### config.mk
export PLATFORM = sky130hd
export DESIGN_NAME = tcp_client_handshake_frame_builder
export DESIGN_NICKNAME = d
export VERILOG_FILES = /design/src/sv/tchfb_pkg.sv /design/src/sv/tchfb_front.sv /design/src/sv/tchfb_queue.sv /design/src/sv/tchfb_back.sv /design/src/sv/tcp_client_handshake_frame_builder.sv
export SDC_FILE = /design/constraint.sdc
export NUM_CORES = 2
export LEC_CHECK = 0
export ABC_AREA = 1
export BUFFER_PORTS_ARGS = -buffer_cell sky130_fd_sc_hd__buf_2
export CORE_UTILIZATION = 55
export DETAILED_ROUTE_END_ITERATION = 8
export PLACE_DENSITY = 0.8
export SYNTH_ARGS = -nofsm -noshare
export SYNTH_HDL_FRONTEND = slang
export SYNTH_SLANG_ARGS = --single-unit
### constraint.sdc
create_clock -name clk -period 9.8 [get_ports clk]
set_input_delay 0.49 -clock clk [delete_from_list [all_inputs] [get_ports clk]]
set_output_delay 0.49 -clock clk [all_outputs]
set_load 0.02 [all_outputs]
### src/sv/tchfb_pkg.sv
// Package for the TCP client frame builder: payload structs, codes and constants.
// No dependencies.
package tchfb_pkg;

    localparam logic [1:0] FUNC_OPEN = 2'd0;
    localparam logic [1:0] FUNC_RX   = 2'd1;
    localparam logic [1:0] FUNC_SEND = 2'd2;

    localparam logic [1:0] VERD_IGNORED  = 2'd0;
    localparam logic [1:0] VERD_ACCEPTED = 2'd1;
    localparam logic [1:0] VERD_REFUSED  = 2'd2;

    localparam logic [2:0] REG_OWN_MAC   = 3'd0;
    localparam logic [2:0] REG_OWN_IP    = 3'd1;
    localparam logic [2:0] REG_PEER_MAC  = 3'd2;
    localparam logic [2:0] REG_PEER_IP   = 3'd3;
    localparam logic [2:0] REG_PEER_PORT = 3'd4;

    localparam logic [1:0] PHASE_CLOSED   = 2'd0;
    localparam logic [1:0] PHASE_SYN_SENT = 2'd1;
    localparam logic [1:0] PHASE_ESTAB    = 2'd2;

    localparam logic [15:0] FLAG_SYN = 16'h0002;
    localparam logic [15:0] FLAG_PSH = 16'h0008;
    localparam logic [15:0] FLAG_ACK = 16'h0010;

    localparam logic [15:0] FLAGS_SYN     = 16'h5002;
    localparam logic [15:0] FLAGS_ACK     = 16'h5010;
    localparam logic [15:0] FLAGS_PSH_ACK = 16'h5018;
    localparam logic [15:0] WINDOW_SYN    = 16'd29200;
    localparam logic [15:0] WINDOW_EST    = 16'd229;
    localparam logic [15:0] ETHERTYPE_IP  = 16'h0800;
    localparam logic [15:0] IP_VER_TOS    = 16'h4500;
    localparam logic [15:0] IP_TTL_PROTO  = 16'h4006;
    localparam logic [15:0] PROTO_TCP     = 16'h0006;
    localparam logic [15:0] HDR_BYTES     = 16'd40;
    localparam logic [15:0] TCP_HDR_BYTES = 16'd20;
    localparam logic [4:0]  FRAME_WORDS   = 5'd27;

    typedef struct packed {
        logic [1:0]  func;
        logic [15:0] start_id;
        logic [15:0] start_port;
        logic [31:0] start_seq;
        logic [15:0] rx_flags;
        logic [31:0] rx_seq;
        logic [31:0] rx_ack;
        logic [15:0] rx_total_length;
        logic [10:0] payload_length;
        logic [15:0] payload_sum;
    } in_item_t;

    typedef struct packed {
        logic        item_kind;
        logic [15:0] frame_word;
        logic        last_word;
        logic [1:0]  verdict;
        logic [15:0] data_length;
    } out_item_t;

    // One classified command handed from the front to the back.
    typedef struct packed {
        logic        is_frame;
        logic [1:0]  verdict;
        logic [15:0] data_length;
        logic [15:0] ident;
        logic [15:0] lport;
        logic [31:0] seq;
        logic [31:0] ack;
        logic [15:0] flags;
        logic [15:0] window;
        logic [10:0] plen;
        logic [15:0] psum;
    } job_t;

    // End-around-carry 16-bit add.
    function automatic logic [15:0] oc_add(input logic [15:0] a, input logic [15:0] b);
        logic [16:0] s;
        s = {1'b0, a} + {1'b0, b};
        return s[15:0] + {15'd0, s[16]};
    endfunction

endpackage

### src/sv/tchfb_front.sv
// Front part: accepts commands, runs the connection state and classifies each one.
// Depends on tchfb_pkg.
module tchfb_front #(
    parameter int MAX_PAYLOAD = 1460
) (
    input  logic               clk,
    input  logic               rst_n,
    input  logic               in_valid,
    output logic               in_ready,
    input  tchfb_pkg::in_item_t in_data,
    output logic               job_valid,
    input  logic               job_ready,
    output tchfb_pkg::job_t    job
);
    import tchfb_pkg::*;

    logic [1:0]  phase_reg, phase_next;
    logic [15:0] ident_reg, ident_next;
    logic [15:0] lport_reg, lport_next;
    logic [31:0] seq_reg, seq_next;
    logic [31:0] ack_reg, ack_next;
    logic        jv_reg;
    job_t        job_reg, job_next;
    logic        take;
    logic        syn_ok, data_ok;
    logic [10:0] plen_sat;
    logic [15:0] rx_len;

    assign in_ready  = !jv_reg || job_ready;
    assign take      = in_valid && in_ready;
    assign job_valid = jv_reg;
    assign job       = job_reg;

    assign syn_ok  = (phase_reg == PHASE_SYN_SENT) && |(in_data.rx_flags & FLAG_SYN)
                     && |(in_data.rx_flags & FLAG_ACK) && (in_data.rx_ack == seq_reg);
    assign data_ok = (phase_reg == PHASE_ESTAB) && |(in_data.rx_flags & FLAG_PSH)
                     && |(in_data.rx_flags & FLAG_ACK) && (in_data.rx_seq == ack_reg);
    assign plen_sat = (in_data.payload_length > 11'(MAX_PAYLOAD)) ? 11'(MAX_PAYLOAD)
                      : in_data.payload_length;
    assign rx_len = (in_data.rx_total_length > HDR_BYTES)
                    ? in_data.rx_total_length - HDR_BYTES : 16'd0;

    // Classify one command and advance the connection state.
    always_comb
    begin
        phase_next = phase_reg;
        ident_next = ident_reg;
        lport_next = lport_reg;
        seq_next   = seq_reg;
        ack_next   = ack_reg;
        job_next   = '0;
        job_next.ident = ident_reg;
        job_next.lport = lport_reg;
        job_next.seq   = seq_reg;
        job_next.ack   = ack_reg;
        job_next.window = WINDOW_EST;
        unique case (in_data.func)
            FUNC_OPEN:
            begin
                job_next.is_frame = 1'b1;
                job_next.ident  = in_data.start_id;
                job_next.lport  = in_data.start_port;
                job_next.seq    = in_data.start_seq;
                job_next.ack    = '0;
                job_next.flags  = FLAGS_SYN;
                job_next.window = WINDOW_SYN;
                ident_next = in_data.start_id + 16'd1;
                lport_next = in_data.start_port;
                seq_next   = in_data.start_seq + 32'd1;
                ack_next   = '0;
                phase_next = PHASE_SYN_SENT;
            end
            FUNC_RX:
            begin
                if (syn_ok)
                begin
                    job_next.is_frame = 1'b1;
                    job_next.ack   = in_data.rx_seq + 32'd1;
                    job_next.flags = FLAGS_ACK;
                    ack_next   = in_data.rx_seq + 32'd1;
                    ident_next = ident_reg + 16'd1;
                    phase_next = PHASE_ESTAB;
                end
                else if (data_ok)
                begin
                    job_next.verdict     = VERD_ACCEPTED;
                    job_next.data_length = rx_len;
                    ack_next = ack_reg + {16'd0, rx_len};
                end
            end
            FUNC_SEND:
            begin
                if (phase_reg == PHASE_ESTAB)
                begin
                    job_next.is_frame = 1'b1;
                    job_next.flags = FLAGS_PSH_ACK;
                    job_next.plen  = plen_sat;
                    job_next.psum  = in_data.payload_sum;
                    ident_next = ident_reg + 16'd1;
                    seq_next   = seq_reg + {21'd0, plen_sat};
                end
                else
                begin
                    job_next.verdict = VERD_REFUSED;
                end
            end
            default:
            begin
                job_next.verdict = VERD_IGNORED;
            end
        endcase
    end

    // State and job registers.
    always_ff @(posedge clk or negedge rst_n)
    begin
        if (!rst_n)
        begin
            phase_reg <= PHASE_CLOSED;
            ident_reg <= '0;
            lport_reg <= '0;
            seq_reg   <= '0;
            ack_reg   <= '0;
            jv_reg    <= 1'b0;
        end
        else
        begin
            if (take)
            begin
                phase_reg <= phase_next;
                ident_reg <= ident_next;
                lport_reg <= lport_next;
                seq_reg   <= seq_next;
                ack_reg   <= ack_next;
                jv_reg    <= 1'b1;
            end
            else if (job_ready)
            begin
                jv_reg <= 1'b0;
            end
        end
    end

    always_ff @(posedge clk)
    begin
        if (take)
        begin
            job_reg <= job_next;
        end
    end

endmodule

### src/sv/tchfb_queue.sv
// Short job queue between the front and the back.
// Depends on tchfb_pkg.
module tchfb_queue (
    input  logic            clk,
    input  logic            rst_n,
    input  logic            wr_valid,
    output logic            wr_ready,
    input  tchfb_pkg::job_t wr_data,
    output logic            rd_valid,
    input  logic            rd_ready,
    output tchfb_pkg::job_t rd_data
);
    import tchfb_pkg::*;

    job_t       mem_reg [2];
    logic       wp_reg, rp_reg;
    logic [1:0] cnt_reg;
    logic       wr, rd;

    assign wr_ready = (cnt_reg != 2'd2);
    assign rd_valid = (cnt_reg != 2'd0);
    assign rd_data  = mem_reg[rp_reg];
    assign wr = wr_valid && wr_ready;
    assign rd = rd_valid && rd_ready;

    // Pointers and fill count.
    always_ff @(posedge clk or negedge rst_n)
    begin
        if (!rst_n)
        begin
            wp_reg  <= 1'b0;
            rp_reg  <= 1'b0;
            cnt_reg <= '0;
        end
        else
        begin
            if (wr)
            begin
                wp_reg <= !wp_reg;
            end
            if (rd)
            begin
                rp_reg <= !rp_reg;
            end
            cnt_reg <= cnt_reg + {1'b0, wr} - {1'b0, rd};
        end
    end

    always_ff @(posedge clk)
    begin
        if (wr)
        begin
            mem_reg[wp_reg] <= wr_data;
        end
    end

endmodule

### src/sv/tchfb_back.sv
// Back part: computes checksums and streams each frame header one word per transfer.
// Depends on tchfb_pkg.
module tchfb_back (
    input  logic                clk,
    input  logic                rst_n,
    input  logic                job_valid,
    output logic                job_ready,
    input  tchfb_pkg::job_t     job,
    input  logic [47:0]         own_mac,
    input  logic [31:0]         own_ip,
    input  logic [47:0]         peer_mac,
    input  logic [31:0]         peer_ip,
    input  logic [15:0]         peer_port,
    output logic                out_valid,
    input  logic                out_ready,
    output tchfb_pkg::out_item_t out_data
);
    import tchfb_pkg::*;

    localparam logic [1:0] ST_IDLE = 2'd0;
    localparam logic [1:0] ST_SUM  = 2'd1;
    localparam logic [1:0] ST_EMIT = 2'd2;

    logic [1:0]  st_reg, st_next;
    job_t        cur_reg;
    logic [4:0]  idx_reg, idx_next;
    logic [15:0] ipck_reg, tcpck_reg, acc_reg, acc_next;
    logic [15:0] tacc_reg, tacc_next;
    logic [15:0] tlen;
    logic [15:0] w;
    logic [15:0] word_at;
    logic        ov_reg;
    out_item_t   od_reg;
    logic        slot_free;

    assign slot_free = !ov_reg || out_ready;
    assign out_valid = ov_reg;
    assign out_data  = od_reg;
    assign job_ready = (st_reg == ST_IDLE) && slot_free;
    assign tlen = HDR_BYTES + {5'd0, cur_reg.plen};

    // Header word at the current index, checksum fields zero.
    always_comb
    begin
        unique case (idx_reg)
            5'd0:  w = peer_mac[47:32];
            5'd1:  w = peer_mac[31:16];
            5'd2:  w = peer_mac[15:0];
            5'd3:  w = own_mac[47:32];
            5'd4:  w = own_mac[31:16];
            5'd5:  w = own_mac[15:0];
            5'd6:  w = ETHERTYPE_IP;
            5'd7:  w = IP_VER_TOS;
            5'd8:  w = tlen;
            5'd9:  w = cur_reg.ident;
            5'd11: w = IP_TTL_PROTO;
            5'd13: w = own_ip[31:16];
            5'd14: w = own_ip[15:0];
            5'd15: w = peer_ip[31:16];
            5'd16: w = peer_ip[15:0];
            5'd17: w = cur_reg.lport;
            5'd18: w = peer_port;
            5'd19: w = cur_reg.seq[31:16];
            5'd20: w = cur_reg.seq[15:0];
            5'd21: w = cur_reg.ack[31:16];
            5'd22: w = cur_reg.ack[15:0];
            5'd23: w = cur_reg.flags;
            5'd24: w = cur_reg.window;
            5'd27: w = PROTO_TCP;
            5'd28: w = TCP_HDR_BYTES + {5'd0, cur_reg.plen};
            5'd29: w = cur_reg.psum;
            default: w = 16'd0;
        endcase
    end

    always_comb
    begin
        if (idx_reg == 5'd12)
        begin
            word_at = ipck_reg;
        end
        else if (idx_reg == 5'd25)
        begin
            word_at = tcpck_reg;
        end
        else
        begin
            word_at = w;
        end
    end

    // Sequencer: a checksum sweep over indices 7..29, then the word stream.
    // The IP sum covers indices 7..16; the TCP sum covers 13..29, which takes in
    // the addresses of the pseudo header.
    always_comb
    begin
        st_next   = st_reg;
        idx_next  = idx_reg;
        acc_next  = acc_reg;
        tacc_next = tacc_reg;
        unique case (st_reg)
            ST_IDLE:
            begin
                if (job_valid && slot_free && job.is_frame)
                begin
                    st_next   = ST_SUM;
                    idx_next  = 5'd7;
                    acc_next  = '0;
                    tacc_next = '0;
                end
            end
            ST_SUM:
            begin
                acc_next = oc_add(acc_reg, w);
                idx_next = idx_reg + 5'd1;
                if (idx_reg >= 5'd13)
                begin
                    tacc_next = oc_add(tacc_reg, w);
                end
                if (idx_reg == 5'd16)
                begin
                    acc_next = '0;
                end
                if (idx_reg == 5'd29)
                begin
                    st_next  = ST_EMIT;
                    idx_next = '0;
                end
            end
            ST_EMIT:
            begin
                if (slot_free)
                begin
                    idx_next = idx_reg + 5'd1;
                    if (idx_reg == FRAME_WORDS - 5'd1)
                    begin
                        st_next  = ST_IDLE;
                        idx_next = '0;
                    end
                end
            end
            default:
            begin
                st_next = ST_IDLE;
            end
        endcase
    end

    always_ff @(posedge clk or negedge rst_n)
    begin
        if (!rst_n)
        begin
            st_reg  <= ST_IDLE;
            idx_reg <= '0;
            ov_reg  <= 1'b0;
        end
        else
        begin
            st_reg  <= st_next;
            idx_reg <= idx_next;
            if ((st_reg == ST_IDLE && job_valid && slot_free && !job.is_frame)
                || (st_reg == ST_EMIT && slot_free))
            begin
                ov_reg <= 1'b1;
            end
            else if (out_ready)
            begin
                ov_reg <= 1'b0;
            end
        end
    end

    // Job copy, checksum results and the output register.
    always_ff @(posedge clk)
    begin
        acc_reg  <= acc_next;
        tacc_reg <= tacc_next;
        if (job_ready && job_valid)
        begin
            cur_reg <= job;
        end
        if (st_reg == ST_SUM && idx_reg == 5'd16)
        begin
            ipck_reg <= ~oc_add(acc_reg, w);
        end
        if (st_reg == ST_SUM && idx_reg == 5'd29)
        begin
            tcpck_reg <= ~oc_add(tacc_reg, w);
        end
        if (st_reg == ST_IDLE && job_valid && slot_free && !job.is_frame)
        begin
            od_reg.item_kind   <= 1'b1;
            od_reg.frame_word  <= '0;
            od_reg.last_word   <= 1'b1;
            od_reg.verdict     <= job.verdict;
            od_reg.data_length <= job.data_length;
        end
        else if (st_reg == ST_EMIT && slot_free)
        begin
            od_reg.item_kind   <= 1'b0;
            od_reg.frame_word  <= word_at;
            od_reg.last_word   <= (idx_reg == FRAME_WORDS - 5'd1);
            od_reg.verdict     <= VERD_IGNORED;
            od_reg.data_length <= '0;
        end
    end

endmodule

### src/sv/tcp_client_handshake_frame_builder.sv
// TCP client frame builder, top level. Depends on tchfb_pkg, tchfb_front, tchfb_queue
// and tchfb_back. A verdict command passes through the front's job register, the
// queue and the back's output register to its one result transfer. A frame command
// (open, SYN+ACK answer, send) gives 27 header word transfers; the back end first
// sweeps header indices 7..29 to form both checksums with two 16-bit ones complement
// adders, then emits one word per cycle while the output is not stalled. The front
// keeps accepting commands into a two-entry queue while the back works.
// Configuration registers are written by index 0..4.
module tcp_client_handshake_frame_builder #(
    parameter int MAX_PAYLOAD = 1460
) (
    input  logic                 clk,
    input  logic                 rst_n,
    input  logic                 in_valid,
    output logic                 in_ready,
    input  tchfb_pkg::in_item_t  in_data,
    output logic                 out_valid,
    input  logic                 out_ready,
    output tchfb_pkg::out_item_t out_data,
    input  logic                 cfg_valid,
    output logic                 cfg_ready,
    input  logic [2:0]           cfg_index,
    input  logic [47:0]          cfg_data
);
    import tchfb_pkg::*;

    logic [47:0] own_mac_reg, peer_mac_reg;
    logic [31:0] own_ip_reg, peer_ip_reg;
    logic [15:0] peer_port_reg;
    logic        fj_valid, fj_ready, bj_valid, bj_ready;
    job_t        fj, bj;

    assign cfg_ready = 1'b1;

    // Configuration registers.
    always_ff @(posedge clk or negedge rst_n)
    begin
        if (!rst_n)
        begin
            own_mac_reg   <= '0;
            own_ip_reg    <= '0;
            peer_mac_reg  <= '0;
            peer_ip_reg   <= '0;
            peer_port_reg <= 16'd80;
        end
        else if (cfg_valid)
        begin
            unique case (cfg_index)
                REG_OWN_MAC:   own_mac_reg   <= cfg_data;
                REG_OWN_IP:    own_ip_reg    <= cfg_data[31:0];
                REG_PEER_MAC:  peer_mac_reg  <= cfg_data;
                REG_PEER_IP:   peer_ip_reg   <= cfg_data[31:0];
                REG_PEER_PORT: peer_port_reg <= cfg_data[15:0];
                default:       ;
            endcase
        end
    end

    tchfb_front #(.MAX_PAYLOAD(MAX_PAYLOAD)) u_front (
        .clk(clk), .rst_n(rst_n),
        .in_valid(in_valid), .in_ready(in_ready), .in_data(in_data),
        .job_valid(fj_valid), .job_ready(fj_ready), .job(fj)
    );

    tchfb_queue u_queue (
        .clk(clk), .rst_n(rst_n),
        .wr_valid(fj_valid), .wr_ready(fj_ready), .wr_data(fj),
        .rd_valid(bj_valid), .rd_ready(bj_ready), .rd_data(bj)
    );

    tchfb_back u_back (
        .clk(clk), .rst_n(rst_n),
        .job_valid(bj_valid), .job_ready(bj_ready), .job(bj),
        .own_mac(own_mac_reg), .own_ip(own_ip_reg),
        .peer_mac(peer_mac_reg), .peer_ip(peer_ip_reg), .peer_port(peer_port_reg),
        .out_valid(out_valid), .out_ready(out_ready), .out_data(out_data)
    );

endmodule

Word level (Yosys, flattened, before mapping)
Memory sizes are Yosys's and may differ from the RTL's.
Cells that the tools add are included.
Widths: inputs -> output; s select.
Cells by class
  eq/ne operators: 49
  $add $sub $neg: 16
  reduce and logical (&&, ||, !) cells: 55
  muxes and demuxes: 51
  bitwise logic cells: 4
  order comparisons: 3
Operators with widths (number)
  $pmux 16 s26: 1
  $pmux 32 s2: 3
  $mux 16: 8
  $mux 32: 3
  $pmux 16 s3: 2
  $eq 5x5->1 const B: 14
  $add 32x1->32 const B: 2
  $eq 32x32->1: 2
  $mux 64: 1
  $pmux 16 s2: 2
  $mux 48: 1
  $mux 18: 2
  $eq 5x4->1 const B: 7
  $add 16x16->17: 2
  $mux 17: 2
  $add 16x1->16: 2
  $add 16x1->16 const B: 2
  $add 32x11->32: 1
  $add 32x16->32: 1
  $not 16->16: 2
  $mux 15: 2
  $eq 5x3->1 const B: 4
  $mux 5: 4
  $logic_and 1x1->1: 18
  other kinds (38): 90
Word-level totals
  bits in writable memories: 348
  word-level logic and storage cells: 224
  output and inout port bits: 39
  bits of input ports: 245
  register bits after elaboration: 716
  memories kept: 1
Memory list
  u_queue.mem_reg: depth 2, bits a word 174, read ports 1, clocked after Yosys merged registers in 0, write ports 1, line tchfb_queue.sv:15  | job_t mem_reg [2];

Longest topological paths before layout
  word-level depth: 7
  depth in mapped cells: 33
  depth with buffers taken out: 33

By module
A second synthesis with hierarchy kept.
Second synthesis, totals
  cell total of the unflattened synthesis: 5935
  area, all modules: 51881.0 um2
By module, submodules not included
  tchfb_front: cells an instance 2488, instances 1, sequential area each 6861.6 um2, area an instance 17435.5 um2
  tchfb_back: cells an instance 1732, instances 1, sequential area each 7677.4 um2, area an instance 14719.1 um2
  tchfb_queue: cells an instance 940, instances 1, sequential area each 10550.1 um2, area an instance 12819.8 um2
  tcp_client_handshake_frame_builder: cells an instance 775, instances 1, sequential area each 4406.7 um2, area an instance 6906.6 um2

Worst setup path after synthesis
No wires, ideal clock.
  kind: reg2reg
  start: register u_queue.cnt_reg[1]
  end: memory u_queue.mem_reg[1][0] in the netlist's numbering (enable)
  clock period less this slack: 7286 ps
  path buffers: 0
  setup time: 654 ps
  stages on the path, launching flop included: 4
  data required time: 9146 ps
  setup slack: 2514 ps
  data arrival time: 6632 ps
  cell sequence: dfrtp_1 > nand2_1 > nand2_1 > nor2_1
Between the ends
  cells in the longest elaborated chain, start to end: 4
Ends and longest elaborated chain
  start, declared: line tchfb_queue.sv:17  | logic [1:0] cnt_reg;
  start signal, assigned: line tchfb_queue.sv:45  | cnt_reg <= cnt_reg + {1'b0, wr} - {1'b0, rd};
  $ne 2x2->1: line tchfb_queue.sv:20  | assign wr_ready = (cnt_reg != 2'd2);
  $logic_and 1x1->1: line tchfb_queue.sv:23  | assign wr = wr_valid && wr_ready;
  $mux 1: line tchfb_queue.sv:51  | if (wr)
  $mux 1 (implied by the code): line tchfb_queue.sv:53  | mem_reg[wp_reg] <= wr_data;
  end, declared: line tchfb_queue.sv:15
Every way passes these cells.

Final worst setup path
  start: register u_back.idx_reg[4]
  end: register u_back.acc_reg[7], data pin
Between the ends
  cells in the longest elaborated chain, start to end: 6
  elaborated cells on any way between the ends: 31
  classes of those cells: 2 x add/sub; 25 x eq/ne; 3 x mux; 1 x reduce/logical
Ends and longest elaborated chain
  start, declared: line tchfb_back.sv:26  | logic [4:0] idx_reg, idx_next;
  start signal, assigned: line tchfb_back.sv:160  | idx_reg <= idx_next;
  $eq 5x5->1 (tied with other cells): line tchfb_back.sv:45  | unique case (idx_reg)
  $pmux 16 s26: line tchfb_back.sv:45
  $add 16x16->17: line tchfb_pkg.sv:79  | s = {1'b0, a} + {1'b0, b};
  $add 16x1->16: line tchfb_pkg.sv:80  | return s[15:0] + {15'd0, s[16]};
  $mux 16 (*): line tchfb_back.sv:120  | if (idx_reg == 5'd16)
  $pmux 16 s2 (*): line tchfb_back.sv:101  | unique case (st_reg)
  end signal, assigned: line tchfb_back.sv:176  | acc_reg <= acc_next;
  end, declared: line tchfb_back.sv:27  | logic [15:0] ipck_reg, tcpck_reg, acc_reg, acc_next;
Every way passes the cells marked *; elsewhere a longest branch is shown, timed or not.
A chain may end at the register's enable or synchronous reset.

==> results_dict.tcl <==
set metrics [dict create \
    cts_root_buf "clkbuf_16" \
    place_congestion 1.02 \
    largest_register_ffs 292 \
    grt_setup_unrepaired "false" \
    async_flop_share_pct 30.1 \
    grt_pass1_vias 36100 \
    multi_input_area_um2 17400 \
    cts_tree "done" \
    wl_per_cell_um 21.2 \
    syn-cell-area_um2 47100 \
    synth_cell_type_count 62 \
    crit_type "flop to flop" \
    ant_nets 0 \
    slew_viol_final 0 \
    rr_worst_depth 26 \
    skew_ns 0.0286 \
    wl_mm 144 \
    place_area_um2 49500 \
    synth_seq_cells 953 \
    insertion_delay_ns 0.67 \
    grt_pass1_wl_mm 215 \
    leakagePower_nw 23.5 \
    dpl.hpwl_mm 106 \
    fin_hold_ws_ns 0.0415 \
    drt_iter0_markers 4854 \
    final_area_um2 52700 \
    grt_usage_pct 33.2 \
    timing.max_cap.violations 0 \
    yosys_warnings 0 \
    area_growth_pct 11.8 \
    synth_ff_type "edfxtp_1" \
    antenna_found_initial 3 \
    core.rowCount 106 \
    setup_tns_ns 0 \
    worst_slew_pin_slew_ns 1.11 \
    crit_required_ns 10.20 \
    yosysSeqAreaShare_pct 57.3 \
    drt-vias-per-instance 5.65 \
    slew_headroom_pct 25.7 \
    die_w_um 295 \
    ir_drop_mv 0.174 \
    min_path_cells 2 \
    grt_start_max_net_pins 179 \
    numCtsBuffers 98 \
    avgSynthCellArea_um2 8.86 \
    holdCritPathClass "input pin to flop" \
    cts_setup_buffers 0 \
    nets 5886 \
    cts-resized-gates 0 \
    setup_viol 0 \
    cp-start-kind "flop" \
    numClockSinks 953 \
    chipHeight_um 295 \
    finalCritPeriodShare_pct 63.8 \
    clk_path_buf_depth 3 \
    synth-edff-count 648 \
    drive_above_1_share_pct 9.35 \
    regArea_um2 27000 \
    drtPass1Iterations 6 \
    path_clk_slew_ns 0.06 \
    fmax_mhz 160 \
    synth.net_count 5656 \
    io_buffer_count 269 \
    end_kind "flop" \
    grt_overflow 0 \
    initial_utilization_pct 56.0 \
    synth.top_cells.by_area "edfxtp_1, dfrtp_1, nand2_1" \
    critPathArrivalTime_ns 6.65 \
    syn_inst 5322 \
    die_area_um2 86900 \
    cts.htree.levels 3 \
    drc 0 \
    synth.top_cell.area_share_pct 41.3 \
    crit_fanout 17 \
    yosys.area.top_type "edfxtp_1" \
    hold_viol_final 0 \
    status "completed" \
    cellPowerDensity_nw_per_um2 314 \
    cts_hold_buffers 1 \
    period_needed_ns 6.25 \
    core_area_um2 84200 \
    boundaryPins 284 \
    fillers 6951 \
    dr_total_vias 38300 \
]
-- final timing paths --
path	from	end	slack, ns
max in group asynchronous	rst_n	own_ip_reg[18]$_DFFE_PN0P_	7.95
min	out_ready	u_back.out_valid$_DFFE_PN0P_	0.04
min in group asynchronous	rst_n	u_front.seq_reg[8]$_DFFE_PN0P_	0.38
max reg2reg	u_back.idx_reg[4]$_DFFE_PN0P_	u_back.acc_reg[7]$_SDFFCE_PP0P_	3.55
min reg2reg	u_front.job[63]$_DFFE_PP_	u_queue.mem_reg[1][62]$_DFFE_PP_	0.44
max	u_back.idx_reg[4]$_DFFE_PN0P_	u_back.acc_reg[7]$_SDFFCE_PP0P_	3.55
-- logic make-up (layout without fill, tap and decap cells) --
kind of cell    count (synthesis)  after routing  share of synthesized area (%)
compound gates                684            684                           7.66
xor+xnor                      151            151                           2.81
fa+ha+maj                      89             89                           2.43
buf+inv                       704           1019                           5.86
flops                         953            953                           57.3
mux                             1              1                         0.0212
other cells                     1              2                        0.00796
simple gates                 2739           2739                           23.9
-- synth_stat cells, drive strengths merged, types with 85 or more instances --
library cell and number:
nand2 1776, edfxtp 648, inv 528, o21ai 450, nor2 448, dfrtp 285
nand3 265, a21oi 164, clkbuf 118, nand4 94, nor3 88, ha 85
-- worst max-delay path, stage by stage, from the launching register on --
cell      delay (ns)
dfrtp_1         0.75
inv_1           0.41
nand3_1         0.34
inv_1           0.32
nand2_1         0.13
nand2_1         0.06
nor2_1          0.31
nand3_1         0.18
nor2_1          0.51
inv_1           0.15
ha_1            0.41
nand2_1         0.11
nor2_1          0.21
and2_1          0.16
nand2_1         0.06
nand2_1         0.09
a21oi_1         0.06
o21bai_1        0.24
ha_1            0.22
nand2_1         0.08
nor2_1          0.16
nand3_1         0.11
and2b_2         0.27
nand2_1         0.08
nor2_1          0.22
xor2_1          0.27
nor2_1          0.06
-- per-layer routing --
metal	vias up	GRT usage (%)	share of wire (%)
met4	0	13.0	3.9
met1	18000	46.1	41
met5	-	0	0
li1	18000	-	-
met3	263	4.59	9.3
met2	1968	52.9	46
-- power by group --
part,total (mW),switching [mW],internal (mW)
Clock,3.73,1.61,2.12
Sequential,6.90,0.758,6.15
Combinational,5.92,4.25,1.67
-- cell usage in the layout, fill, tap and decap left out, drive strengths merged, types with 4 or more instances in the layout --
cell / n
nor4: 14
dfxtp: 18
nand3: 265
nor3b: 8
bufinv: 6
a22o: 8
a21oi: 164
o21ai: 450
nand2: 1776
or2: 17
nand3b: 11
o211ai: 6
nor3: 88
a31oi: 6
inv: 537
a22oi: 15
buf: 303
o22ai: 7
nand4: 94
clkbuf: 126
a211oi: 4
xnor2: 68
fa: 4
edfxtp: 648
xor2: 83
o21bai: 6
and2: 13
nor2: 448
clkinvlp: 6
ha: 85
clkinv: 40
dfrtp: 285
o21a: 4
-- metrics by stage --
stage	setup WS [ns]	instances	total power, mW	utilization [%]
6_report	3.55	6772	16.6	62.6
5_1_grt	3.07	6771	17.5	62.6
4_1_cts	3.75	6771	16.5	62.6
3_5_place_dp	3.75	6585	12.7	58.7
3_3_place_gp	3.82	6585	12.6	58.7
2_1_floorplan	2.51	5322	10.8	-
-- area by class of cell --
class,count,share of cell area (%)
Antenna cell,1,0.00475
Clock buffer,126,5.12
Clock inverter,59,1.00
Inverter,530,3.80
Multi-Input combinational cell,3665,33.0
Sequential cell,953,51.2
Tap cell,1134,2.69
Timing Repair Buffer,304,3.10
(Power assumes the default switching activity.)
